`config.mk`:
```
export PLATFORM = sky130hd
export DESIGN_NAME = tpd_row_cell
export DESIGN_NICKNAME = d
export VERILOG_FILES = /design/src/design/tpd_pkg.sv /design/src/design/tpd_row_cell.sv
export SDC_FILE = /design/constraint.sdc
export NUM_CORES = 1
export LEC_CHECK = 0
export ABC_AREA = 0
export BUFFER_PORTS_ARGS = -buffer_cell sky130_fd_sc_hd__buf_2
export CAP_MARGIN = 20
export CORE_UTILIZATION = 30
export CTS_CLUSTER_SIZE = 25
export DETAILED_ROUTE_END_ITERATION = 16
export HOLD_SLACK_MARGIN = 0.05
export PLACE_DENSITY = 0.57
export SLEW_MARGIN = 10
export SYNTH_ARGS = -nofsm -noshare
export SYNTH_HDL_FRONTEND = slang
export SYNTH_SLANG_ARGS = --single-unit
```
`constraint.sdc`:
```
create_clock -name clk -period 1.15 [get_ports clk]
set_input_delay 0.115 -clock clk [delete_from_list [all_inputs] [get_ports clk]]
set_output_delay 0.115 -clock clk [all_outputs]
set_load 0.005 [all_outputs]
```
`src/design/tpd_pkg.sv`:
```
// shared types, constants and row packing for the planar tile dedup engine
package tpd_pkg;

    // default store depth in tiles
    localparam int MAX_UNIQUE_TILES = 1024;

    // field widths
    localparam int ROW_W      = 16;
    localparam int PLANE_W    = 8;
    localparam int PAL_W      = 3;
    localparam int TILE_ID_W  = 10;
    localparam int ATTR_W     = 8;
    localparam int WORD_W     = 64;
    localparam int DEPTH_W    = 2;
    localparam int CAP_W      = 11;
    localparam int LIMIT_W    = CAP_W + 1;
    localparam int APB_AW     = 4;
    localparam int APB_DW     = 32;

    // tile geometry
    localparam int          TILE_ROWS = 8;
    localparam logic [2:0]  LAST_ROW  = 3'd7;
    localparam int          ATTR_BANK_BIT = 3;

    // register indexes (word address paddr[3:2])
    localparam logic [1:0] REG_BIT_DEPTH = 2'd0;
    localparam logic [1:0] REG_BANK0_CAP = 2'd1;
    localparam logic [1:0] REG_BANK1_CAP = 2'd2;

    // register reset values and the one-plane depth code
    localparam logic [DEPTH_W-1:0] BIT_DEPTH_RST = 2'd2;
    localparam logic [DEPTH_W-1:0] BIT_DEPTH_ONE = 2'd1;
    localparam logic [CAP_W-1:0]   BANK_CAP_RST  = 11'h100;

    // one row of pixels in
    typedef struct packed {
        logic [ROW_W-1:0] row_pixels;
        logic [PAL_W-1:0] palette_slot;
    } row_item_t;

    // one tile result out
    typedef struct packed {
        logic [TILE_ID_W-1:0] tile_id;
        logic                 is_new;
        logic [ATTR_W-1:0]    attr_byte;
        logic [WORD_W-1:0]    data_rows_low;
        logic [WORD_W-1:0]    data_rows_high;
        logic                 overflow;
    } tile_item_t;

    // split a row into its planes: high plane in 15:8, low plane in 7:0
    function automatic logic [ROW_W-1:0] pack_row(input logic [ROW_W-1:0] pixels);
        logic [PLANE_W-1:0] lo;
        logic [PLANE_W-1:0] hi;
        lo = '0;
        hi = '0;
        for (int x = 0; x < PLANE_W; x++)
        begin
            lo[PLANE_W-1-x] = pixels[ROW_W-2-2*x];
            hi[PLANE_W-1-x] = pixels[ROW_W-1-2*x];
        end
        return {hi, lo};
    endfunction

endpackage

```
`src/design/tpd_row_cell.sv`:
```
// one cell of the row chain: holds the two plane bytes of one tile row
module tpd_row_cell (
    input  logic                     clk,
    input  logic                     rst_n,
    input  logic                     shift,
    input  logic [tpd_pkg::ROW_W-1:0] planes_in,
    output logic [tpd_pkg::ROW_W-1:0] planes_out
);
    import tpd_pkg::*;

    logic [ROW_W-1:0] planes_reg;
    logic [ROW_W-1:0] planes_next;

    // take the neighbor's row when a row item comes in
    always_comb
    begin
        planes_next = shift ? planes_in : planes_reg;
    end

    always_ff @(posedge clk or negedge rst_n)
    begin
        if (!rst_n)
        begin
            planes_reg <= '0;
        end
        else
        begin
            planes_reg <= planes_next;
        end
    end

    assign planes_out = planes_reg;

endmodule

```
==> metrics.cfg <==
[power]
power_switching_uw = 272.8
powerDensity_nw_per_um2 = 1301
ir_drop_uv = 788.2
clockPowerShare_pct = 29.2
p_seq_share_pct = 52.5
pwr-share-comb_pct = 18.3
p_sw_share_pct = 22.11
p_int_uw = 960.9
leakagePower_uw = 0.0004866

[cells_and_area]
multi_input_area_um2 = 217.7
final_area_um2 = 948.4
area_growth_pct = 46.05
largest_reg_flops = 16
regArea_um2 = 400.4
n_fill_cell = 189
antenna_cells = 0
drive_gt1_share_pct = 70.51
finalNetCount = 98

[logic_synthesis]
synth_xor_area_share_pct = 0
syn_inst = 34
synth_common_cells = dfrtp_1, mux2_4, mux2_2
synth_enable_flop_cells = 0
synth_nets = 53
synth_largest_area_cell = dfrtp_1
yosys.area_share.simple_pct = 0
syn_area_per_cell_um2 = 19.10
synth_flop_cell = dfrtp_1
synth_fa_ha_area_share_pct = 0
ys.warnings.count = 0
synth_compound_area_share_pct = 0
synth_top_area_share_pct = 61.66
synth.distinct_cells = 5
synth_async_sr_flop_share_pct = 100.0
synth-seq-area-share_pct = 61.66
synth_top_family_by_area = multiplexers
synth.area.top_cells = dfrtp_1, mux2_4, mux2_2
syn_area_um2 = 649.4
synth_seq_cells = 16
muxShareOfSynthArea_pct = 33.53
synth_most_common_cell = dfrtp_1

[placed_design]
post-dp-hpwl_um = 872.5
dp_slack_ps = 298.1
placed_area_um2 = 842.1
gp_congestion = 0.6706
portBuffers = 34

[floorplanning]
start_util_pct = 32.44
die-area_um2 = 2355
row_count = 16
core_um2 = 2002
die_w_um = 48.53
fp.dieH_um = 48.53
pin_count = 35

[clock_tree]
clock_sinks = 16
cts_tree = built
ctsHtreeMaxLevel = 1
clkSlewWorstSetupHoldPaths_ps = 90
cts_hold_buf = 3
cts-root-buf = clkbuf_4
cts_buffers = 3
ctsResizeCount = 0
clockBufferDepth = 2
clkLatencyLatePin_ps = 280
cts_setup_buffers = 0

[sta]
rsz0062_at_grt = false
period_share_pct = 79.88
slew_viol_final = 0
setup_slack_ps = 231.4
fin_crit_ps = 918.6
max_slew.worst_pin.slew_ps = 347.8
max_freq_ghz = 1.089
hold_viol = 0
relSlewSlack_pct = 76.82
setup_viol = 0
setup_tns_ps = 0
skew_ps = 0

[setup_path]
max_stage_delay_ps = 400
end_kind = output pin
worstPathCellList = buf_2
path_delay_family = flip-flops
worstPathMaxFanout = 2
worstPathArrival_ps = 800
crit_type = flip-flop to output pin
crit_buf_inv = 1
required_ps = 1030
cp-start-kind = flip-flop
critPathSlowestCell = dfrtp_1

[grt]
grt_overflow = 0
antenna_found_initial = 0
grt_max_degree = 17
grt_usage_pct = 12.10
grt_pass1_wl_mm = 2.070
first_global_vias = 442

[detailed_routing]
post_drt_wl_per_cell_um = 11.77
avgViaCountPerCell = 4.181
vias = 439
antenna_left = 0
drc = 0
drt-total-wl_mm = 1.236
first_pass_iters = 2
drt_iter0_markers = 2

[worst_hold_path]
holdCritPathClass = primary input to flip-flop

[run]
maxCapViolations = 0

[status]
outcome = finished, final reports clean

layer usage:
metal | wire, um | share of wire [%] | vias to the layer above | track usage [%]
li1 | - | - | 205 | -
met1 | 580 | 47 | 207 | 14.89
met2 | 516 | 42 | 27 | 16.67
met3 | 140 | 11 | 0 | 8.176
met4 | 0 | 0 | 0 | 4.412
met5 | 0 | 0 | - | 0
layout make-up:
type                    instances  area share, %
clock buffers                   4          3.826
multi-input cells              16          22.96
flip-flops and latches         16          42.22
well taps                      27          3.562
repair buffers                 42          27.44
power by group through the flow:
| stage | Combinational (uW) | Clock [uW] | Sequential [uW] |
|---|---|---|---|
| floorplan | 101 | 0 | 663 |
| global placement | 209 | 0 | 657 |
| detailed placement | 210 | 0 | 658 |
| CTS | 219 | 375 | 648 |
| global route | 247 | 400 | 656 |
| finish | 226 | 360 | 648 |
placed cells by master (no fill, tap or decap):
cell type      count
dlygate4sd3_1      7
mux2_2             6
clkbuf_8           1
clkbuf_4           3
dfrtp_1           16
buf_2             34
mux2_4            10
buf_12             1
stage by stage:
step                instances  hold slack (ps)  total power, uW  util [%]
CTS                       101            50.23             1242     45.38
finish                    105            61.01             1234     47.38
global route              105            53.36             1303     47.38
global placement           94            46.30            865.9     42.06
detailed placement         94            41.26            868.4     42.06
floorplan                  34           -180.6            763.8         -
worst paths after layout:
| path | from | endpoint | slack (ps) | depth (start not counted) |
|---|---|---|---|---|
| setup / recovery | planes_out[10] | planes_out[10] | 230 | 1 |
| hold / removal | planes_in[3] | planes_out[3] | 60 | 2 |
| setup reg to reg | planes_out[8] | planes_out[8] | 380 | 1 |
| hold reg to reg | planes_out[5] | planes_out[5] | 510 | 1 |
| max in group asynchronous | rst_n | planes_out[3] | 630 | 2 |
| min in group asynchronous | rst_n | planes_out[14] | 270 | 2 |
cells by family after synthesis:
family                 Yosys count
multiplexers                    16
buffers and inverters            2
flip-flops                      16
(Power assumes the default switching activity.)
